--- src/abf_pkg.sv ---
// ----------------------------------------------------------------------------
// abf_pkg
// Shared types and codes of the arena best-fit allocator.
// ----------------------------------------------------------------------------
package abf_pkg;

  localparam int unsigned AddrW = 32;
  localparam int unsigned LenW  = 32;
  localparam int unsigned AlgW  = 5;
  localparam int unsigned ModeW = 2;
  localparam int unsigned StatW = 3;

  // operation codes
  localparam logic [ModeW-1:0] ModeAlloc = 2'd0;
  localparam logic [ModeW-1:0] ModePlace = 2'd1;
  localparam logic [ModeW-1:0] ModeClear = 2'd2;

  // status codes
  localparam logic [StatW-1:0] StOk      = 3'd0;
  localparam logic [StatW-1:0] StFull    = 3'd1;
  localparam logic [StatW-1:0] StOutside = 3'd2;
  localparam logic [StatW-1:0] StOverlap = 3'd3;
  localparam logic [StatW-1:0] StNoFit   = 3'd4;

  // configuration register indexes
  localparam logic CfgWinStart = 1'b0;
  localparam logic CfgWinEnd   = 1'b1;

  // one table entry: half-open block [start, stop)
  typedef struct packed {
    logic [AddrW-1:0] start;
    logic [AddrW-1:0] stop;
  } entry_t;

  // one request
  typedef struct packed {
    logic [AlgW-1:0]  align_log2;
    logic [LenW-1:0]  length_bytes;
    logic [AddrW-1:0] place_address;
    logic [ModeW-1:0] mode;
  } req_t;

  // one result
  typedef struct packed {
    logic [AddrW-1:0] granted_address;
    logic [StatW-1:0] status;
  } res_t;

endpackage

--- src/arena_best_fit_allocator.sv ---
// Clear, full and out-of-window answers skip the table walk; place reads the
// table entry of each of the n recorded blocks in turn to check for overlap.
// Allocate walks up to n+1 gaps, each with up to n+1 covering passes over the
// table plus one gap-end scan.
// One request in flight; a new request is taken while a result waits in out_q.
// Reset empties the table and clears the window registers to zero.
// ----------------------------------------------------------------------------
// arena_best_fit_allocator
// Push-only arena allocator with best-fit gap search over a configured window.
// ----------------------------------------------------------------------------
module arena_best_fit_allocator #(
  parameter int unsigned MAX_BLOCKS = 16
) (
  input  logic        clk_i,
  input  logic        rst_ni,
  // configuration
  input  logic        cfg_we_i,
  input  logic        cfg_idx_i,
  input  logic [31:0] cfg_wdata_i,
  // requests
  input  logic        s_axis_tvalid,
  output logic        s_axis_tready,
  // mode[1:0], place_address[33:2], length_bytes[65:34], align_log2[70:66]
  input  logic [71:0] s_axis_tdata,
  // results
  output logic        m_axis_tvalid,
  input  logic        m_axis_tready,
  // status[2:0], granted_address[34:3]
  output logic [39:0] m_axis_tdata
);

  localparam int unsigned IdxW = (MAX_BLOCKS > 1) ? $clog2(MAX_BLOCKS) : 1;
  localparam int unsigned CntW = $clog2(MAX_BLOCKS + 1);

  logic [abf_pkg::AddrW-1:0] win_start_q, win_end_q;
  logic                      out_valid_q;
  abf_pkg::res_t             out_q;
  logic                      idle;
  logic                      res_valid;
  logic                      res_load;
  abf_pkg::res_t             res;
  abf_pkg::req_t             req;
  logic                      tbl_we;
  logic [IdxW-1:0]           tbl_waddr, tbl_raddr;
  abf_pkg::entry_t           tbl_wdata, tbl_rdata;

  assign req           = abf_pkg::req_t'(s_axis_tdata[70:0]);
  assign s_axis_tready = idle;
  assign res_load      = res_valid && (!out_valid_q || m_axis_tready);
  assign m_axis_tvalid = out_valid_q;
  assign m_axis_tdata  = {5'b0, out_q};

  // window registers
  always_ff @(posedge clk_i or negedge rst_ni) begin
    if (!rst_ni) begin
      win_start_q <= '0;
      win_end_q   <= '0;
    end else if (cfg_we_i) begin
      if (cfg_idx_i == abf_pkg::CfgWinStart) begin
        win_start_q <= cfg_wdata_i;
      end else begin
        win_end_q <= cfg_wdata_i;
      end
    end
  end

  // output register: hold a result until its transfer
  always_ff @(posedge clk_i or negedge rst_ni) begin
    if (!rst_ni) begin
      out_valid_q <= 1'b0;
    end else if (res_load) begin
      out_valid_q <= 1'b1;
    end else if (m_axis_tready) begin
      out_valid_q <= 1'b0;
    end
  end

  always_ff @(posedge clk_i) begin
    if (res_load) begin
      out_q <= res;
    end
  end

  abf_seq #(
    .MaxBlocks (MAX_BLOCKS),
    .IdxW      (IdxW),
    .CntW      (CntW)
  ) u_seq (
    .clk_i       (clk_i),
    .rst_ni      (rst_ni),
    .win_start_i (win_start_q),
    .win_end_i   (win_end_q),
    .start_i     (s_axis_tvalid && idle),
    .req_i       (req),
    .idle_o      (idle),
    .res_valid_o (res_valid),
    .res_ready_i (res_load),
    .res_o       (res),
    .tbl_we_o    (tbl_we),
    .tbl_waddr_o (tbl_waddr),
    .tbl_wdata_o (tbl_wdata),
    .tbl_raddr_o (tbl_raddr),
    .tbl_rdata_i (tbl_rdata)
  );

  abf_table #(
    .Depth (MAX_BLOCKS),
    .IdxW  (IdxW)
  ) u_table (
    .clk_i   (clk_i),
    .we_i    (tbl_we),
    .waddr_i (tbl_waddr),
    .wdata_i (tbl_wdata),
    .raddr_i (tbl_raddr),
    .rdata_o (tbl_rdata)
  );

endmodule

--- src/abf_table.sv ---
// ----------------------------------------------------------------------------
// abf_table
// Block table memory: one write port, one read port with registered data.
// ----------------------------------------------------------------------------
module abf_table #(
  parameter int unsigned Depth = 16,
  parameter int unsigned IdxW  = 4
) (
  input  logic                clk_i,
  input  logic                we_i,
  input  logic [IdxW-1:0]     waddr_i,
  input  abf_pkg::entry_t     wdata_i,
  input  logic [IdxW-1:0]     raddr_i,
  output abf_pkg::entry_t     rdata_o
);

  abf_pkg::entry_t mem_q [Depth];
  abf_pkg::entry_t rdata_q;

  // write port
  always_ff @(posedge clk_i) begin
    if (we_i) begin
      mem_q[waddr_i] <= wdata_i;
    end
  end

  // read port, registered data
  always_ff @(posedge clk_i) begin
    rdata_q <= mem_q[raddr_i];
  end

  assign rdata_o = rdata_q;

endmodule

--- src/abf_seq.sv ---
// ----------------------------------------------------------------------------
// abf_seq
// Request sequencer: walks the block table for place checks and best-fit gap
// search, then records the new block.
// ----------------------------------------------------------------------------
module abf_seq #(
  parameter int unsigned MaxBlocks = 16,
  parameter int unsigned IdxW      = 4,
  parameter int unsigned CntW      = 5
) (
  input  logic                        clk_i,
  input  logic                        rst_ni,
  input  logic [abf_pkg::AddrW-1:0]   win_start_i,
  input  logic [abf_pkg::AddrW-1:0]   win_end_i,
  input  logic                        start_i,
  input  abf_pkg::req_t               req_i,
  output logic                        idle_o,
  output logic                        res_valid_o,
  input  logic                        res_ready_i,
  output abf_pkg::res_t               res_o,
  output logic                        tbl_we_o,
  output logic [IdxW-1:0]             tbl_waddr_o,
  output abf_pkg::entry_t             tbl_wdata_o,
  output logic [IdxW-1:0]             tbl_raddr_o,
  input  abf_pkg::entry_t             tbl_rdata_i
);

  localparam int unsigned WideW = abf_pkg::AddrW + 1;

  localparam logic [3:0] SIdle  = 4'd0;
  localparam logic [3:0] SDisp  = 4'd1;
  localparam logic [3:0] SPRd   = 4'd2;
  localparam logic [3:0] SPEv   = 4'd3;
  localparam logic [3:0] SGap   = 4'd4;
  localparam logic [3:0] SPass  = 4'd5;
  localparam logic [3:0] SCRd   = 4'd6;
  localparam logic [3:0] SCEv   = 4'd7;
  localparam logic [3:0] SChk   = 4'd8;
  localparam logic [3:0] SERd   = 4'd9;
  localparam logic [3:0] SEEv   = 4'd10;
  localparam logic [3:0] SGEnd  = 4'd11;
  localparam logic [3:0] SFin   = 4'd12;
  localparam logic [3:0] SDone  = 4'd13;

  logic [3:0]              state_q, state_d;
  abf_pkg::req_t           req_q, req_d;
  logic [CntW-1:0]         cnt_q, cnt_d;
  logic [CntW-1:0]         idx_q, idx_d;
  logic [CntW-1:0]         gap_q, gap_d;
  logic [CntW-1:0]         pass_q, pass_d;
  logic [WideW-1:0]        cur_q, cur_d;
  logic [WideW-1:0]        s_q, s_d;
  logic [WideW-1:0]        e_q, e_d;
  logic [WideW-1:0]        best_size_q, best_size_d;
  logic [abf_pkg::AddrW-1:0] best_s_q, best_s_d;
  logic                    found_q, found_d;
  abf_pkg::res_t           res_q, res_d;

  logic [WideW-1:0]        wend;
  logic [WideW-1:0]        place_end;
  logic [WideW-1:0]        rd_bs, rd_be;
  logic [WideW-1:0]        gap_size;
  logic [WideW-1:0]        align_mask;
  logic [WideW-1:0]        align_in;
  logic [WideW-1:0]        aligned;

  assign wend      = {1'b0, win_end_i};
  assign place_end = {1'b0, req_q.place_address} + {1'b0, req_q.length_bytes};
  assign rd_bs     = {1'b0, tbl_rdata_i.start};
  assign rd_be     = {1'b0, tbl_rdata_i.stop};
  assign gap_size  = e_q - s_q;

  // align up: shared by the gap start and the skip past a covering block
  assign align_mask = (WideW'(1) << req_q.align_log2) - WideW'(1);
  assign align_in   = (state_q == SCEv) ? rd_be : cur_q;
  assign aligned    = (align_in + align_mask) & ~align_mask;

  assign tbl_raddr_o = idx_q[IdxW-1:0];
  assign tbl_waddr_o = cnt_q[IdxW-1:0];
  assign idle_o      = (state_q == SIdle);
  assign res_valid_o = (state_q == SDone);
  assign res_o       = res_q;

  always_comb begin
    state_d     = state_q;
    req_d       = req_q;
    cnt_d       = cnt_q;
    idx_d       = idx_q;
    gap_d       = gap_q;
    pass_d      = pass_q;
    cur_d       = cur_q;
    s_d         = s_q;
    e_d         = e_q;
    best_size_d = best_size_q;
    best_s_d    = best_s_q;
    found_d     = found_q;
    res_d       = res_q;
    tbl_we_o    = 1'b0;
    tbl_wdata_o = '{start: req_q.place_address, stop: place_end[abf_pkg::AddrW-1:0]};

    case (state_q)
      SIdle: begin
        if (start_i) begin
          req_d   = req_i;
          state_d = SDisp;
        end
      end
      // pick the operation
      SDisp: begin
        res_d   = '{granted_address: '0, status: abf_pkg::StOk};
        idx_d   = '0;
        state_d = SDone;
        if (req_q.mode == abf_pkg::ModeClear) begin
          cnt_d = '0;
        end else if (req_q.mode == abf_pkg::ModePlace ||
                     req_q.mode == abf_pkg::ModeAlloc) begin
          if (cnt_q >= CntW'(MaxBlocks)) begin
            res_d.status = abf_pkg::StFull;
          end else if (req_q.mode == abf_pkg::ModePlace) begin
            if (req_q.place_address < win_start_i || place_end > wend) begin
              res_d.status = abf_pkg::StOutside;
            end else begin
              state_d = SPRd;
            end
          end else begin
            cur_d   = {1'b0, win_start_i};
            gap_d   = '0;
            found_d = 1'b0;
            state_d = SGap;
          end
        end
      end
      // place: scan for conflicts, record when clean
      SPRd: begin
        if (idx_q == cnt_q) begin
          tbl_we_o  = 1'b1;
          cnt_d     = cnt_q + CntW'(1);
          res_d.granted_address = req_q.place_address;
          state_d   = SDone;
        end else begin
          state_d = SPEv;
        end
      end
      SPEv: begin
        if (({1'b0, req_q.place_address} < rd_bs && rd_bs < place_end) ||
            ({1'b0, req_q.place_address} >= rd_bs &&
             {1'b0, req_q.place_address} < rd_be)) begin
          res_d.status = abf_pkg::StOverlap;
          state_d      = SDone;
        end else begin
          idx_d   = idx_q + CntW'(1);
          state_d = SPRd;
        end
      end
      // alloc: start a gap at the aligned cursor
      SGap: begin
        s_d     = aligned;
        pass_d  = '0;
        state_d = SPass;
      end
      SPass: begin
        idx_d   = '0;
        state_d = (s_q >= wend) ? SFin : SCRd;
      end
      // look for a block covering the gap start
      SCRd: begin
        if (idx_q == cnt_q) begin
          idx_d   = '0;
          e_d     = wend;
          state_d = SERd;
        end else begin
          state_d = SCEv;
        end
      end
      SCEv: begin
        if (s_q >= rd_bs && s_q < rd_be) begin
          s_d = aligned;
          if (pass_q == cnt_q) begin
            state_d = SChk;
          end else begin
            pass_d  = pass_q + CntW'(1);
            state_d = SPass;
          end
        end else begin
          idx_d   = idx_q + CntW'(1);
          state_d = SCRd;
        end
      end
      SChk: begin
        idx_d   = '0;
        e_d     = wend;
        state_d = (s_q >= wend) ? SFin : SERd;
      end
      // find the lowest block start above the gap start
      SERd: begin
        state_d = (idx_q == cnt_q) ? SGEnd : SEEv;
      end
      SEEv: begin
        if (rd_bs > s_q && rd_bs < e_q) begin
          e_d = rd_bs;
        end
        idx_d   = idx_q + CntW'(1);
        state_d = SERd;
      end
      // score the gap, advance the cursor
      SGEnd: begin
        if (gap_size >= {1'b0, req_q.length_bytes} &&
            (!found_q || gap_size < best_size_q)) begin
          found_d     = 1'b1;
          best_s_d    = s_q[abf_pkg::AddrW-1:0];
          best_size_d = gap_size;
        end
        cur_d = e_q;
        if (e_q >= wend || gap_q == cnt_q) begin
          state_d = SFin;
        end else begin
          gap_d   = gap_q + CntW'(1);
          state_d = SGap;
        end
      end
      SFin: begin
        state_d = SDone;
        if (!found_q) begin
          res_d.status = abf_pkg::StNoFit;
        end else begin
          tbl_we_o    = 1'b1;
          tbl_wdata_o = '{start: best_s_q, stop: best_s_q + req_q.length_bytes};
          cnt_d       = cnt_q + CntW'(1);
          res_d.granted_address = best_s_q;
        end
      end
      SDone: begin
        if (res_ready_i) begin
          state_d = SIdle;
        end
      end
      default: begin
        state_d = SIdle;
      end
    endcase
  end

  // control state
  always_ff @(posedge clk_i or negedge rst_ni) begin
    if (!rst_ni) begin
      state_q <= SIdle;
      cnt_q   <= '0;
    end else begin
      state_q <= state_d;
      cnt_q   <= cnt_d;
    end
  end

  // working registers
  always_ff @(posedge clk_i) begin
    req_q       <= req_d;
    idx_q       <= idx_d;
    gap_q       <= gap_d;
    pass_q      <= pass_d;
    cur_q       <= cur_d;
    s_q         <= s_d;
    e_q         <= e_d;
    best_size_q <= best_size_d;
    best_s_q    <= best_s_d;
    found_q     <= found_d;
    res_q       <= res_d;
  end

endmodule
--- config.mk ---
export PLATFORM = sky130hd
export DESIGN_NAME = arena_best_fit_allocator
export DESIGN_NICKNAME = d
export VERILOG_FILES = /design/src/abf_pkg.sv /design/src/arena_best_fit_allocator.sv /design/src/abf_table.sv /design/src/abf_seq.sv
export SDC_FILE = /design/constraint.sdc
export NUM_CORES = 2
export LEC_CHECK = 0
export BUFFER_PORTS_ARGS = -buffer_cell sky130_fd_sc_hd__buf_2
export CAP_MARGIN = 20
export CORE_ASPECT_RATIO = 0.5
export CORE_UTILIZATION = 45
export CTS_CLUSTER_SIZE = 12
export DETAILED_ROUTE_END_ITERATION = 8
export PLACE_DENSITY = 0.63
export SYNTH_ARGS = -nofsm -noshare
export SYNTH_HDL_FRONTEND = slang
export SYNTH_SLANG_ARGS = --single-unit
--- constraint.sdc ---
create_clock -name clk_i -period 12.3 [get_ports clk_i]
set_input_delay 2.46 -clock clk_i [delete_from_list [all_inputs] [get_ports clk_i]]
set_output_delay 2.46 -clock clk_i [all_outputs]
set_load 0.05 [all_outputs]
==> key figures <==
Run status
  – Status: finished clean

Floorplan
  – Floorplan row count: 102
  – Initial Util: 45.5%
  – Die W: 563 um
  – Boundary pin count: 152
  – Core area: 155000 um2
  – Chip Height: 282 um
  – Die Footprint: 159000 um2

Timing
  – Max Freq: 142 MHz
  – RSZ-0062 raised after global routing: no
  – Worst-margin pin slew: 1160 ps
  – Crit share post-route: 57.2%
  – Fin crit period: 7040 ps
  – Slew headroom: 22.8%
  – Sum Neg Setup Slack: 0 ps
  – Fin. max-slew vios: 0
  – Final Hold Vio Count: 0
  – Final Setup Violations: 0
  – Clock Skew: 29.0 ps

Clock tree
  – Clk root buf: clkbuf_16
  – Later-pin clock latency in the skew report: 790 ps
  – Clock Sinks: 1481
  – CTS max path bufs: 3
  – Total CTS buffers: 148
  – Post-CTS Setup Inserts: 0
  – Post-CTS sizing: 0
  – Clock H-tree levels: 4
  – Worst-path clk slew: 60 ps
  – Hold Buf Count CTS: 0
  – CTS tree: built

Drt
  – DRC violations left: 0
  – Vias: 44200
  – First-pass DRT Iterations: 6
  – Average wire per cell in the routed design: 29.1 um
  – DR vias/cell: 6.12
  – Final wirelength: 210000 um
  – Starting DRT DRC Count: 5427
  – Antenna Nets Post-Route: 0

Finish
  – Most frequent cells in the layout: edfxtp_1, ha_1, nand2_1
  – Area Overhead vs Synth: 11.7%
  – Commonest non-fill, non-tap cell in the layout: edfxtp_1
  – Filler Cells Inserted: 12800
  – Share of layout cells above drive strength 1: 16.3%
  – Final net count: 5662

Global route
  – Vias in the first global route: 43100
  – Largest net degree at the start of global routing: 136
  – Initial antenna violation count: 8
  – All-Layer GR Usage: 26.4%
  – First-pass GRT wire length: 298000 um
  – Global route overflow: 0

Setup path
  – Reg2reg start: u_seq.req_q[34]
  – Crit-path max FO: 5
  – Worst setup path start: u_seq.req_q[34]
  – CP startpoint kind: register
  – Critical path's slowest cell: nor4b_1
  – CP endpoint kind: register
  – CP arrival: 7520 ps
  – CP Class: reg -> reg
  – Critical path buffer and inverter count: 1
  – Worst path max stage delay: 820 ps
  – Critical path cell sequence: ha_1 > fa_1 > a21o_1 > a21oi_1 > o211ai_1 > a21oi_1 > nor2_1 > a2111o_1 > o31ai_1 > o21ai_0 > xnor2_1 > ha_1 > a2111oi_0 > o21ai_0 > a211oi_1 > o2111ai_1 > a21oi_1 > nor4b_1 > o22ai_1 > or2_2 > a211oi_1 > buf_4
  – Crit path max-delay family: compound AO/OA/AOI/OAI gates
  – Worst Path Required: 12780 ps
  – CP dominant cell by count: a21oi_1

Logic synthesis
  – Post-Syn Instances: 4804
  – Synth Register Bits: 1481
  – YS warnings: 0
  – Synthesized area: 70800 um2
  – Commonest register cell after synthesis: edfxtp_1
  – Number of distinct library cells after synthesis: 86
  – Register area share after synthesis: 61.4%
  – Mean post-synth cell area: 14.7 um2
  – Number of synthesized flops with an enable pin: 1343
  – Post-synth ARST share: 5.00%

Power and ir drop
  – Sw frac: 36.0%
  – Comb pwr share: 36.4%
  – Sequential Power Share: 38.9%
  – Post-route total power: 17.7 mW
  – Clock share of power: 24.7%
  – Worst VDD drop: 0.172 mV
  – Internal power: 11.3 mW
  – Switch Pwr: 6.36 mW
  – Cell Pwr Density: 224 nW/um2
  – P_leak: 29.4 nW

Placement
  – Post-DP HPWL: 143000 um
  – PortBufs: 145
  – Gpl congestion: 0.953

Run
  – Max_cap viols: 0

Hold path
  – Hold path start: u_seq.res_o[4]
  – Hold Path Class: reg -> reg
-- flip-flops by register name, indices dropped and copies added (netlist names), 33 cells and up --
register	cells
u_table.mem_q	1024
u_seq.req_q	71
u_table.rdata_o	64
m_axis_tdata	35
u_seq.res_o	35
u_seq.best_size_q	33
u_seq.s_q	33
-- cells in the mapped netlist (all sizes together), types with 5 or more instances --
cell	instances	area, um2
a211o	11	105
dfrtp	74	1850
o2111ai	5	43.8
nand4	70	438
mux2	37	417
a211oi	32	245
or3	13	96.3
o311ai	5	43.8
a31o	6	52.6
nor4	12	75.1
o22ai	14	87.6
edfxtp	1343	40300
a21boi	7	52.6
a2111oi	13	120
mux2i	5	50.1
buf	44	194
inv	337	1260
nand2	350	1310
and4	9	78.8
nand2b	41	257
or2	11	68.8
o31ai	11	82.6
o21a	32	240
nor2	157	589
clkbuf	117	439
nor3	45	225
xnor2	70	613
a21o	162	1220
a22o	33	289
o21ai	293	1470
a221o	6	60.1
xor2	57	499
dfxtp	64	1280
a21oi	203	1020
mux4	320	7210
nand3	74	370
o21bai	14	105
and2	15	96.3
nor3b	8	60.1
o211ai	19	143
a31oi	16	115
ha	513	6420
and3	17	106
nor2b	52	325
-- layout make-up --
cell class,count,area (um2),share of cell area (%)
inverters,338,1270,1.61
multi-input cells,2829,25600,32.4
clock inverters,24,425,0.538
diodes,4,10.0,0.0127
repair buffers,237,1510,1.91
well taps,2080,2600,3.29
flip-flops and latches,1481,43500,55.0
clock buffers,220,4120,5.21
-- worst paths after layout --
check                      slack, ps               end  depth (start not counted)
min in group asynchronous       1600  u_seq.state_q[2]                          1
hold / removal                   420   m_axis_tdata[4]                          0
setup reg to reg                5260    u_seq.idx_q[2]                         22
max in group asynchronous       9590      win_end_q[2]                          2
hold reg to reg                  420   m_axis_tdata[4]                          0
setup / recovery                5260    u_seq.idx_q[2]                         22
-- kinds of logic after synthesis --
logic type | share of synthesized area, %
and+or+nand+nor | 6.04
AOI/OAI and AO/OA | 8.28
adders and majority gates | 9.19
xor gates and xnor gates | 1.57
other | 0.00530
muxes | 10.8
DFF | 61.4
buffers and inverters | 2.69
-- metrics by stage --
step           area [um2]  util (%)  instances  setup WS [ps]  hold WS (ps)
5_1_grt             79000      50.8       7209           4970           416
4_1_cts             79000      50.8       7205           5360           404
3_3_place_gp        74400      47.9       6958           4850           404
2_1_floorplan       70800         -       4809           2730           400
6_report            79000      50.8       7213           5260           417
3_5_place_dp        74400      47.9       6961           5390           405
-- per-layer routing --
layer	wire, um	part of all wire, %	track usage, %
met3	21600	10	5.33
met1	94100	45	40.3
met5	0	0	0
met2	88700	42	37.9
met4	5270	2.5	7.39
-- power groups by stage --
stage          Sequential, mW  Clock (mW)  Combinational (mW)
4_1_cts                  6.84        4.43                6.39
3_3_place_gp             6.93           0                6.17
5_1_grt                  6.89        4.63                7.04
2_1_floorplan            6.64           0                4.41
3_5_place_dp             6.93           0                6.36
6_report                 6.87        4.36                6.44
Power figures use the tool's default switching activity.
